File: config.mk
export PLATFORM = sky130hd
export DESIGN_NAME = linear_probe_hash_table
export DESIGN_NICKNAME = d
export VERILOG_FILES = /design/src/hw/rtl/lpht_pkg.sv /design/src/hw/rtl/lpht_ram.sv /design/src/hw/rtl/lpht_hash.sv /design/src/hw/rtl/linear_probe_hash_table.sv
export SDC_FILE = /design/constraint.sdc
export NUM_CORES = 2
export LEC_CHECK = 0
export ABC_CLOCK_PERIOD_IN_PS = 28500
export BUFFER_PORTS_ARGS = -buffer_cell sky130_fd_sc_hd__buf_2
export CORE_MARGIN = 1.5
export CORE_UTILIZATION = 67
export CTS_CLUSTER_DIAMETER = 120
export DETAILED_ROUTE_END_ITERATION = 10
export PLACE_DENSITY_LB_ADDON = 0.1
export SLEW_MARGIN = 20
export SYNTH_ARGS = -nofsm -noshare
export SYNTH_HDL_FRONTEND = slang
export SYNTH_SLANG_ARGS = --single-unit
File: constraint.sdc
create_clock -name clock -period 28.5 [get_ports clock]
set_input_delay 5.7 -clock clock [delete_from_list [all_inputs] [get_ports clock]]
set_output_delay 5.7 -clock clock [all_outputs]
set_load 0.005 [all_outputs]
File: src/hw/rtl/lpht_pkg.sv
// ----------------------------------------------------------------------------
// lpht_pkg
// Types and constants shared by the linear probing hash table modules.
// ----------------------------------------------------------------------------
`default_nettype none
package lpht_pkg;
   localparam int SLOTS     = 16;
   localparam int KEY_CHARS = 8;
   localparam int IDX_W     = $clog2(SLOTS);
   localparam int CNT_W     = $clog2(SLOTS + 1);
   localparam int KEY_W     = 64;
   localparam int LEN_W     = 4;
   localparam int VAL_W     = 32;
   localparam int ENTRY_W   = KEY_W + LEN_W + VAL_W;

   localparam logic [1:0] OP_INSERT = 2'd0;
   localparam logic [1:0] OP_SEARCH = 2'd1;
   localparam logic [1:0] OP_DELETE = 2'd2;
   localparam logic [1:0] OP_NONE   = 2'd3;

   localparam logic [1:0] ST_OK       = 2'd0;
   localparam logic [1:0] ST_NOT_FOUND = 2'd1;
   localparam logic [1:0] ST_FULL     = 2'd2;

   typedef struct packed {
      logic [KEY_W-1:0] key;
      logic [LEN_W-1:0] len;
      logic [VAL_W-1:0] value;
   } entry_type;
endpackage
`default_nettype wire

File: src/hw/rtl/lpht_ram.sv
// ----------------------------------------------------------------------------
// lpht_ram
// Generic single-port RAM with registered read.
// ----------------------------------------------------------------------------
`default_nettype none
module lpht_ram #(
   parameter int WIDTH = 8,
   parameter int DEPTH = 16
) (
   input  wire logic                     clock,
   input  wire logic                     wr_en,
   input  wire logic [$clog2(DEPTH)-1:0] addr,
   input  wire logic [WIDTH-1:0]         wr_data,
   output logic      [WIDTH-1:0]         rd_data
);
   logic [WIDTH-1:0] mem_ff [DEPTH];

   always_ff @(posedge clock) begin
      if (wr_en) begin
         mem_ff[addr] <= wr_data;
      end
      rd_data <= mem_ff[addr];
   end
endmodule
`default_nettype wire

File: src/hw/rtl/lpht_hash.sv
// ----------------------------------------------------------------------------
// lpht_hash
// Serial polynomial hash, one character at a time: h = (h*31 + c) mod n.
// ----------------------------------------------------------------------------
`default_nettype none
module lpht_hash (
   input  wire logic                          clock,
   input  wire logic                          reset,
   input  wire logic                          start,
   input  wire logic [lpht_pkg::KEY_W-1:0]    key,
   input  wire logic [lpht_pkg::LEN_W-1:0]    len,
   input  wire logic [lpht_pkg::CNT_W-1:0]    size,
   output logic                               done,
   output logic      [lpht_pkg::IDX_W-1:0]    home
);
   import lpht_pkg::*;

   localparam int PROD_W = CNT_W + 13;

   logic               busy_ff, busy_in;
   logic [LEN_W-1:0]   cnt_ff, cnt_in;
   logic [KEY_W-1:0]   key_ff, key_in;
   logic [PROD_W-1:0]  rem_ff, rem_in;
   logic [IDX_W-1:0]   h_ff, h_in;
   logic [3:0]         sub_ff, sub_in;
   logic               done_ff, done_in;

   // Each character: form h*31+c (below 512*n), then reduce by one
   // conditional subtract of n<<k per cycle, for k from 8 down to 0.
   always_comb begin
      logic [PROD_W-1:0] shifted;
      busy_in = busy_ff;
      cnt_in  = cnt_ff;
      key_in  = key_ff;
      rem_in  = rem_ff;
      h_in    = h_ff;
      sub_in  = sub_ff;
      done_in = 1'b0;
      shifted = PROD_W'(size) << sub_ff;
      if (start) begin
         busy_in = 1'b1;
         cnt_in  = len;
         key_in  = key;
         h_in    = '0;
         sub_in  = 4'd0;
         rem_in  = '0;
      end else if (busy_ff) begin
         if (sub_ff == 4'd0) begin
            if (cnt_ff == '0) begin
               busy_in = 1'b0;
               done_in = 1'b1;
            end else begin
               rem_in = (PROD_W'(h_ff) << 5) - PROD_W'(h_ff) + PROD_W'(key_ff[7:0]);
               key_in = key_ff >> 8;
               cnt_in = cnt_ff - 1'b1;
               sub_in = 4'd9;
            end
         end else begin
            shifted = PROD_W'(size) << (sub_ff - 4'd1);
            if (rem_ff >= shifted) begin
               rem_in = rem_ff - shifted;
            end
            sub_in = sub_ff - 4'd1;
            if (sub_ff == 4'd1) begin
               h_in = (rem_ff >= shifted) ? IDX_W'(rem_ff - shifted) : IDX_W'(rem_ff);
            end
         end
      end
   end

   always_ff @(posedge clock) begin
      if (reset) begin
         busy_ff <= 1'b0;
         done_ff <= 1'b0;
         sub_ff  <= 4'd0;
         cnt_ff  <= '0;
      end else begin
         busy_ff <= busy_in;
         done_ff <= done_in;
         sub_ff  <= sub_in;
         cnt_ff  <= cnt_in;
      end
      key_ff <= key_in;
      rem_ff <= rem_in;
      h_ff   <= h_in;
   end

   assign done = done_ff;
   assign home = h_ff;
endmodule
`default_nettype wire

File: src/hw/rtl/linear_probe_hash_table.sv
// Sequence: the key is hashed one character at a time, slots are probed from
// its home slot, then the response word is sent; a delete rehashes and
// reinserts each following cluster entry, then stops at the cluster's end.
// Throughput: one word at a time; req_tready is low until the result leaves.
// Reset: synchronous, active high; clears all slot-used bits and sets the
// table size to 16. Slot contents live in a RAM and are not cleared.
`default_nettype none
module linear_probe_hash_table (
   input  wire logic         clock,
   input  wire logic         reset,
   input  wire logic         csr_valid,
   output logic              csr_ready,
   input  wire logic [4:0]   csr_data,
   input  wire logic         req_tvalid,
   output logic              req_tready,
   // tdata: op[1:0], key_chars[65:2], key_length[69:66], value[101:70]
   input  wire logic [103:0] req_tdata,
   output logic              rsp_tvalid,
   input  wire logic         rsp_tready,
   // tdata: status[1:0], found_value[33:2]
   output logic [39:0]       rsp_tdata
);
   import lpht_pkg::*;

   typedef enum logic [3:0] {
      S_IDLE, S_HASH_GO, S_HASH, S_PROBE, S_CHECK, S_DEL_NEXT, S_DEL_READ,
      S_DEL_HASH_GO, S_DEL_HASH, S_RE_PROBE, S_RE_CHECK, S_DEL_STEP, S_RESP
   } state_type;

   state_type          state_ff, state_in;
   logic [4:0]         size_ff, size_in;
   logic [SLOTS-1:0]   used_ff, used_in;
   logic [1:0]         op_ff, op_in;
   logic [KEY_W-1:0]   key_ff, key_in;
   logic [LEN_W-1:0]   len_ff, len_in;
   logic [VAL_W-1:0]   val_ff, val_in;
   logic [IDX_W-1:0]   idx_ff, idx_in;
   logic [IDX_W-1:0]   nx_ff, nx_in;
   logic [CNT_W-1:0]   k_ff, k_in;
   logic [CNT_W-1:0]   dk_ff, dk_in;
   entry_type          mv_ff, mv_in;
   logic [1:0]         st_ff, st_in;
   logic [VAL_W-1:0]   fv_ff, fv_in;

   logic [CNT_W-1:0]   n;
   logic               h_start, h_done;
   logic [IDX_W-1:0]   h_home;
   logic [KEY_W-1:0]   h_key;
   logic [LEN_W-1:0]   h_len;
   logic               ram_we;
   logic [IDX_W-1:0]   ram_addr;
   entry_type          ram_wd, ram_rd;
   logic [LEN_W-1:0]   in_len;
   logic [KEY_W-1:0]   in_mask;

   assign n = (size_ff == 5'd0) ? CNT_W'(1) :
              (32'(size_ff) > SLOTS) ? CNT_W'(SLOTS) : CNT_W'(size_ff);

   function automatic logic [IDX_W-1:0] wrap_inc(logic [IDX_W-1:0] i, logic [CNT_W-1:0] m);
      logic [CNT_W-1:0] t;
      t = CNT_W'(i) + CNT_W'(1);
      return (t >= m) ? '0 : IDX_W'(t);
   endfunction

   assign in_len  = (req_tdata[69:66] > LEN_W'(KEY_CHARS)) ? LEN_W'(KEY_CHARS) : req_tdata[69:66];
   assign in_mask = (in_len >= 4'd8) ? '1 : ((KEY_W'(1) << {in_len, 3'b000}) - KEY_W'(1));

   lpht_hash u_hash (
      .clock (clock), .reset (reset), .start (h_start), .key (h_key), .len (h_len),
      .size (n), .done (h_done), .home (h_home)
   );

   lpht_ram #(.WIDTH(ENTRY_W), .DEPTH(SLOTS)) u_ram (
      .clock (clock), .wr_en (ram_we), .addr (ram_addr), .wr_data (ram_wd), .rd_data (ram_rd)
   );

   always_comb begin
      logic hit;
      state_in = state_ff;
      size_in  = size_ff;
      used_in  = used_ff;
      op_in    = op_ff;
      key_in   = key_ff;
      len_in   = len_ff;
      val_in   = val_ff;
      idx_in   = idx_ff;
      nx_in    = nx_ff;
      k_in     = k_ff;
      dk_in    = dk_ff;
      mv_in    = mv_ff;
      st_in    = st_ff;
      fv_in    = fv_ff;
      h_start  = 1'b0;
      h_key    = key_ff;
      h_len    = len_ff;
      ram_we   = 1'b0;
      ram_addr = idx_ff;
      ram_wd   = '{key: key_ff, len: len_ff, value: val_ff};
      hit      = used_ff[idx_ff] && ram_rd.len == len_ff && ram_rd.key == key_ff;
      if (csr_valid && state_ff == S_IDLE) begin
         size_in = csr_data;
      end
      case (state_ff)
         S_IDLE: begin
            if (req_tvalid && !csr_valid) begin
               op_in  = req_tdata[1:0];
               key_in = req_tdata[65:2] & in_mask;
               len_in = in_len;
               val_in = req_tdata[101:70];
               st_in  = ST_OK;
               fv_in  = '0;
               state_in = (req_tdata[1:0] == OP_NONE) ? S_RESP : S_HASH_GO;
            end
         end
         S_HASH_GO: begin
            h_start  = 1'b1;
            state_in = S_HASH;
         end
         S_HASH: begin
            if (h_done) begin
               idx_in   = h_home;
               k_in     = '0;
               state_in = S_PROBE;
            end
         end
         S_PROBE: begin
            if (k_ff >= n) begin
               st_in    = (op_ff == OP_INSERT) ? ST_FULL : ST_NOT_FOUND;
               state_in = S_RESP;
            end else if (!used_ff[idx_ff] && op_ff != OP_INSERT) begin
               st_in    = ST_NOT_FOUND;
               state_in = S_RESP;
            end else begin
               state_in = S_CHECK;
            end
         end
         S_CHECK: begin
            if (op_ff == OP_INSERT) begin
               if (!used_ff[idx_ff] || hit) begin
                  ram_we = 1'b1;
                  used_in[idx_ff] = 1'b1;
                  state_in = S_RESP;
               end
            end else if (hit) begin
               if (op_ff == OP_SEARCH) begin
                  fv_in    = ram_rd.value;
                  state_in = S_RESP;
               end else begin
                  used_in[idx_ff] = 1'b0;
                  nx_in    = wrap_inc(idx_ff, n);
                  dk_in    = CNT_W'(1);
                  state_in = S_DEL_NEXT;
               end
            end
            if (state_in == S_CHECK) begin
               idx_in   = wrap_inc(idx_ff, n);
               k_in     = k_ff + CNT_W'(1);
               state_in = S_PROBE;
            end
         end
         S_DEL_NEXT: begin
            ram_addr = nx_ff;
            if (dk_ff >= n || !used_ff[nx_ff]) begin
               state_in = S_RESP;
            end else begin
               used_in[nx_ff] = 1'b0;
               state_in = S_DEL_READ;
            end
         end
         S_DEL_READ: begin
            mv_in    = ram_rd;
            state_in = S_DEL_HASH_GO;
         end
         S_DEL_HASH_GO: begin
            h_start  = 1'b1;
            h_key    = mv_ff.key;
            h_len    = mv_ff.len;
            state_in = S_DEL_HASH;
         end
         S_DEL_HASH: begin
            if (h_done) begin
               idx_in   = h_home;
               k_in     = '0;
               state_in = S_RE_PROBE;
            end
         end
         S_RE_PROBE: begin
            state_in = (k_ff >= n) ? S_DEL_STEP : S_RE_CHECK;
         end
         S_RE_CHECK: begin
            if (!used_ff[idx_ff] ||
                (ram_rd.len == mv_ff.len && ram_rd.key == mv_ff.key)) begin
               ram_we = 1'b1;
               ram_wd = mv_ff;
               used_in[idx_ff] = 1'b1;
               state_in = S_DEL_STEP;
            end else begin
               idx_in   = wrap_inc(idx_ff, n);
               k_in     = k_ff + CNT_W'(1);
               state_in = S_RE_PROBE;
            end
         end
         S_DEL_STEP: begin
            nx_in    = wrap_inc(nx_ff, n);
            dk_in    = dk_ff + CNT_W'(1);
            state_in = S_DEL_NEXT;
         end
         S_RESP: begin
            if (rsp_tready) begin
               state_in = S_IDLE;
            end
         end
         default: state_in = S_IDLE;
      endcase
   end

   always_ff @(posedge clock) begin
      if (reset) begin
         state_ff <= S_IDLE;
         size_ff  <= 5'd16;
         used_ff  <= '0;
      end else begin
         state_ff <= state_in;
         size_ff  <= size_in;
         used_ff  <= used_in;
      end
      op_ff  <= op_in;
      key_ff <= key_in;
      len_ff <= len_in;
      val_ff <= val_in;
      idx_ff <= idx_in;
      nx_ff  <= nx_in;
      k_ff   <= k_in;
      dk_ff  <= dk_in;
      mv_ff  <= mv_in;
      st_ff  <= st_in;
      fv_ff  <= fv_in;
   end

   assign csr_ready  = (state_ff == S_IDLE);
   assign req_tready = (state_ff == S_IDLE) && !csr_valid;
   assign rsp_tvalid = (state_ff == S_RESP);
   assign rsp_tdata  = {6'd0, fv_ff, st_ff};
endmodule
`default_nettype wire

## Yosys cells after proc, flatten, opt, wreduce, memory -nomap -nowiden

Memory sizes are Yosys's and may differ from the RTL's. A register that Yosys moved wholly into a read port is not among the register bits.
Cells that the tools add are included.
W data, S select, Z words.

- Memories kept: 1
- Memory bits (writable): 1600
- Output and inout port bits: 43
- Register bits after elaboration: 375
- Bits of input ports: 114

- Order comparisons: 12
- Shifts and indexed selects: 2
- Add/subtract/negate cells: 10
- Reduce and logical (&&, ||, !) cells: 44
- Bitwise gates (word level): 8
- Eq/ne operators: 39
- Mux-type cells: 95

Memory list:

| name | depth | bits a word | read ports | clocked after memory_dff | write ports | line | text |
|---|---|---|---|---|---|---|---|
| u_ram.mem_ff | 16 | 100 | 1 | 1 | 1 | lpht_ram.sv:16 | `logic [WIDTH-1:0] mem_ff [DEPTH];` |

Operator list:

| kind | count |
|---|---|
| $mux W64 | 6 |
| $mux W100 | 2 |
| $eq A64 B64 Y1 | 2 |
| $mux W32 | 4 |
| $mux W4 | 32 |
| $mux W16 | 6 |
| $and A64 B64 Y64 | 1 |
| $pmux W32 S2 | 1 |
| $shl A1 B7 Y64 const A | 1 |
| $sub A64 B1 Y64 const B | 1 |
| $mux W18 | 3 |
| $pmux W4 S13 | 1 |
| $pmux W16 S3 | 1 |
| $mux W5 | 8 |
| $and A16 B16 Y16 | 2 |
| $not A16 Y16 | 2 |
| $eq A4 B3 Y1 const B | 5 |
| $eq A4 B4 Y1 const B | 5 |
| $ge A5 B5 Y1 | 4 |
| $ne A2 B2 Y1 const B | 10 |
| $add A18 B8 Y18 | 1 |
| $ge A18 B18 Y1 | 1 |
| $shl A5 B4 Y18 | 1 |
| $sub A18 B18 Y18 | 1 |
| 43 further kinds | 109 |

## Logic depth before layout (Yosys ltp)

- Depth after elaboration: 11
- Depth in mapped cells: 22

## Cells and area by module

From an unflattened synthesis, not the netlist that was laid out.

- Cells, all modules: 4328
- Area total of the unflattened synthesis: 82815.7 µm²

By module, submodules not included:

| module | instances | sequential area each (µm²) | area an instance (µm²) | cells each |
|---|---|---|---|---|
| lpht_ram | 1 | 50048.0 | 61784.3 | 2562 |
| linear_probe_hash_table | 1 | 8127.8 | 15150.8 | 1195 |
| lpht_hash | 1 | 2562.5 | 5880.6 | 571 |

## Least setup slack after synthesis

OpenSTA, ideal clock, no wires.

- Path kind: input -> output
- From: input csr_valid
- To: output req_tready
- Arrival: 6.017 ns
- Required time: 22.800 ns
- Path slack: 16.783 ns
- Stages on the path: 2
- Cell sequence: clkbuf_1 -> nor2_1

- Word-level cells in the longest chain between the ends: 2

Ends and longest elaborated chain:

| what | line | text |
|---|---|---|
| from (decl) | linear_probe_hash_table.sv:11 | `input wire logic csr_valid,` |
| $logic_not A1 Y1 | linear_probe_hash_table.sv:241 | `assign req_tready = (state_ff == S_IDLE) && !csr_valid;` |
| $logic_and A1 B1 Y1 | linear_probe_hash_table.sv:241 |  |
| to (decl) | linear_probe_hash_table.sv:15 | `output logic req_tready,` |

Every way passes these cells.

## Worst setup path after layout

Same ends and word-level chain as after synthesis.

==> summary.md <==
| Metric | Value |
|---|---|
| Skew-Pair Late Insertion Delay | `0.84 ns` |
| Synth top area share | `67.8%` |
| Hold_buf cts | `0` |
| Filler Cell Count | `7,810` |
| Final TNS setup | `0 ns` |
| Final wirelength | `220,000 um` |
| RSZ-0062 raised after global routing | `false` |
| Most frequent cells after synthesis | `edfxtp_1, nand2_1, nand3_1` |
| Crit Path Class | `in2out` |
| Count leader, synth | `edfxtp_1` |
| Gr usage total | `33.8%` |
| HP Class | `reg2reg` |
| Syn Inst Count | `6,578` |
| Main synth FF type | `edfxtp_1` |
| Die Ht | `359 um` |
| Min cycle time layout | `11.78 ns` |
| Worst slew pin tran | `1.21 ns` |
| Maximum VDD drop | `0.106 mV` |
| Cts repair resizes | `0` |
| Critical path arrival | `6.08 ns` |
| Syn. warnings | `0` |
| Final setup skew | `0.0310 ns` |
| Max Clock Freq | `0.0849 GHz` |
| Critical path fanouts, max | `9` |
| First-pass GRT wire length | `325,000 um` |
| Final hold violation count | `0` |
| CTS Buffer Depth | `3` |
| Pwr Density | `101 nW/um^2` |
| Worst setup margin | `16.72 ns` |
| Cts bufs inserted | `200` |
| Die ar. | `129,000 sq um` |
| Gr ovfl total | `0` |
| First DRT Iteration DRCs | `8,471` |
| Clk slew on worst S/H paths | `0.06 ns` |
| H-tree Lvls | `4` |
| Fin crit share | `41.3%` |
| CTS root buf | `clkbuf_16` |
| Proportion of layout cells with a drive suffix above 1 | `10.1%` |
| Drt first pass iters | `6` |
| Final nets | `6,769` |
| Placement Setup Slack | `16.71 ns` |
| Worst EP required | `22.80 ns` |
| DRC viols | `0` |
| Pin count of the biggest net entering global routing | `202` |
| Slew margin rel. | `19.4%` |
| Largest cells by area after synthesis | `edfxtp_1, nand2_1, dfxtp_1` |
| Die Width | `359 um` |
| Synth Area per Inst | `12.9 sq um` |
| Post-DRT Antenna Nets | `0` |
| CTS tree | `yes` |
| CP endpoint kind | `primary output` |
| Antenna violations before repair | `7` |
| Mapped Area | `85,000 sq um` |
| GPL Wtd Cong | `0.946` |
| Port Buffer Count | `148` |
| DR WL/cell | `26.2 um` |
| Finish-stage setup viols | `0` |
| Status | `complete, no violations` |
| Vias per Instance | `6.52` |
| Distinct cell type count after synthesis | `69` |
| Initial core utilization | `67.6%` |
| Hpwl dp | `115,000 um` |
| Number of synthesized flops with an enable pin | `1,918` |
| Synth Register Bits | `2,075` |
| Pleak | `32.7 nW` |
| Site Rows | `130` |
| Max Cap Violations | `0` |
| Worst setup SP type | `input pin` |
| Register area share after synthesis | `71.5%` |
| Post-CTS setup buffer count | `0` |
| Routed vias | `54,900` |
| # clock sinks | `2,075` |
| P&R area growth vs syn | `10.1%` |
| # IOs | `157` |
| Vias in the first global route | `52,100` |
| Largest area contributor in the netlist | `edfxtp_1` |
| Ys async rst share | `0%` |
| Pins Over Slew Limit | `0` |
| Core ar. | `126,000 sq um` |
-- per-stage QoR --
| stage | hold slack (ns) | area (sq um) | std cells | total power, W | util (%) |
|---|---|---|---|---|---|
| floorplan | 0.400 | 85000 | 6583 | 0.00591 | - |
| global placement | 0.409 | 87000 | 8038 | 0.00670 | 69.2 |
| detailed placement | 0.407 | 87000 | 8038 | 0.00677 | 69.2 |
| CTS | 0.415 | 93500 | 8415 | 0.00937 | 74.4 |
| global route | 0.433 | 93500 | 8416 | 0.00978 | 74.4 |
| finish | 0.421 | 93500 | 8417 | 0.00940 | 74.4 |
-- critical path, stage by stage --
cell and delay, ns:
buf_2 0.14, nor2_1 0.11, buf_2 0.12
-- logic make-up after synthesis --
kind of cell,after synthesis,synth area share [%]
other cells,1,0.00441
fa+ha+maj,64,0.960
flops,2075,71.5
simple gates,2869,14.7
compound gates,808,6.73
buf+inv,460,2.27
mux,121,2.04
xor+xnor,180,1.86
-- area by class of cell --
| type | instances | area (sq um) | area share, % |
|---|---|---|---|
| sequential | 2075 | 60700 | 64.9 |
| multi-input combinational | 4048 | 22600 | 24.1 |
| clock buffer | 278 | 5560 | 5.95 |
| tap | 1650 | 2060 | 2.21 |
| timing repair buffer | 232 | 1540 | 1.65 |
| clock inverter | 99 | 962 | 1.03 |
| inverter | 34 | 128 | 0.136 |
| antenna | 1 | 2.50 | 0.00267 |
-- flip-flops by register name, summed over array words and instances, names as in the netlist, named ones only --
name / count
u_ram.mem_ff: 1600
mv_ff: 100
u_ram.rd_data: 100
key_ff: 64
u_hash.key_ff: 64
fv_ff: 32
val_ff: 32
u_hash.rem_ff: 18
dk_ff: 5
k_ff: 5
size_ff: 5
idx_ff: 4
len_ff: 4
nx_ff: 4
state_ff: 4
u_hash.cnt_ff: 4
u_hash.home: 4
u_hash.sub_ff: 4
op_ff: 2
st_ff: 2
u_hash.busy_ff: 1
u_hash.done: 1
-- routing by layer --
metal / GRT usage [%] / wire length (um) / share of wire, % / vias to the layer above
li1: - / - / - / 24200
met1: 48.4 / 84100 / 38 / 26900
met3: 6.15 / 25500 / 12 / 499
met5: 0 / 37 / 0.017 / -
met4: 13.1 / 8540 / 3.9 / 6
met2: 52.2 / 102000 / 46 / 3266
-- power breakdown --
part           switching (W)  leakage (nW)  total (W)  internal (W)
sequential          0.000200          18.6    0.00391       0.00371
clock                0.00114          3.18    0.00262       0.00149
combinational        0.00196          10.9    0.00287      0.000907
-- layout by cell type (no fill, tap or decap), types with 148 or more instances in the layout --
master / n
xnor2_1: 155
nand2_1: 1816
a311oi_1: 319
a31oi_1: 166
and3_1: 217
edfxtp_1: 1918
buf_2: 148
nand3_1: 438
dfxtp_1: 157
clkbuf_16: 204
a21oi_1: 164
-- final timing paths --
path / depth (start not counted) / end / slack (ns) / start
setup / recovery: 3 / req_tready / 16.72 / csr_valid
hold / removal: 0 / mv_ff[7]$_DFFE_PP_ / 0.42 / u_ram.rd_data[7]$_DFF_P_
setup reg to reg: 10 / u_ram.mem_ff[3][10]$_DFFE_PP_ / 22.00 / key_ff[53]$_DFFE_PP_
hold reg to reg: 0 / mv_ff[7]$_DFFE_PP_ / 0.42 / u_ram.rd_data[7]$_DFF_P_
No activity file was read; power rests on OpenSTA's default activity.
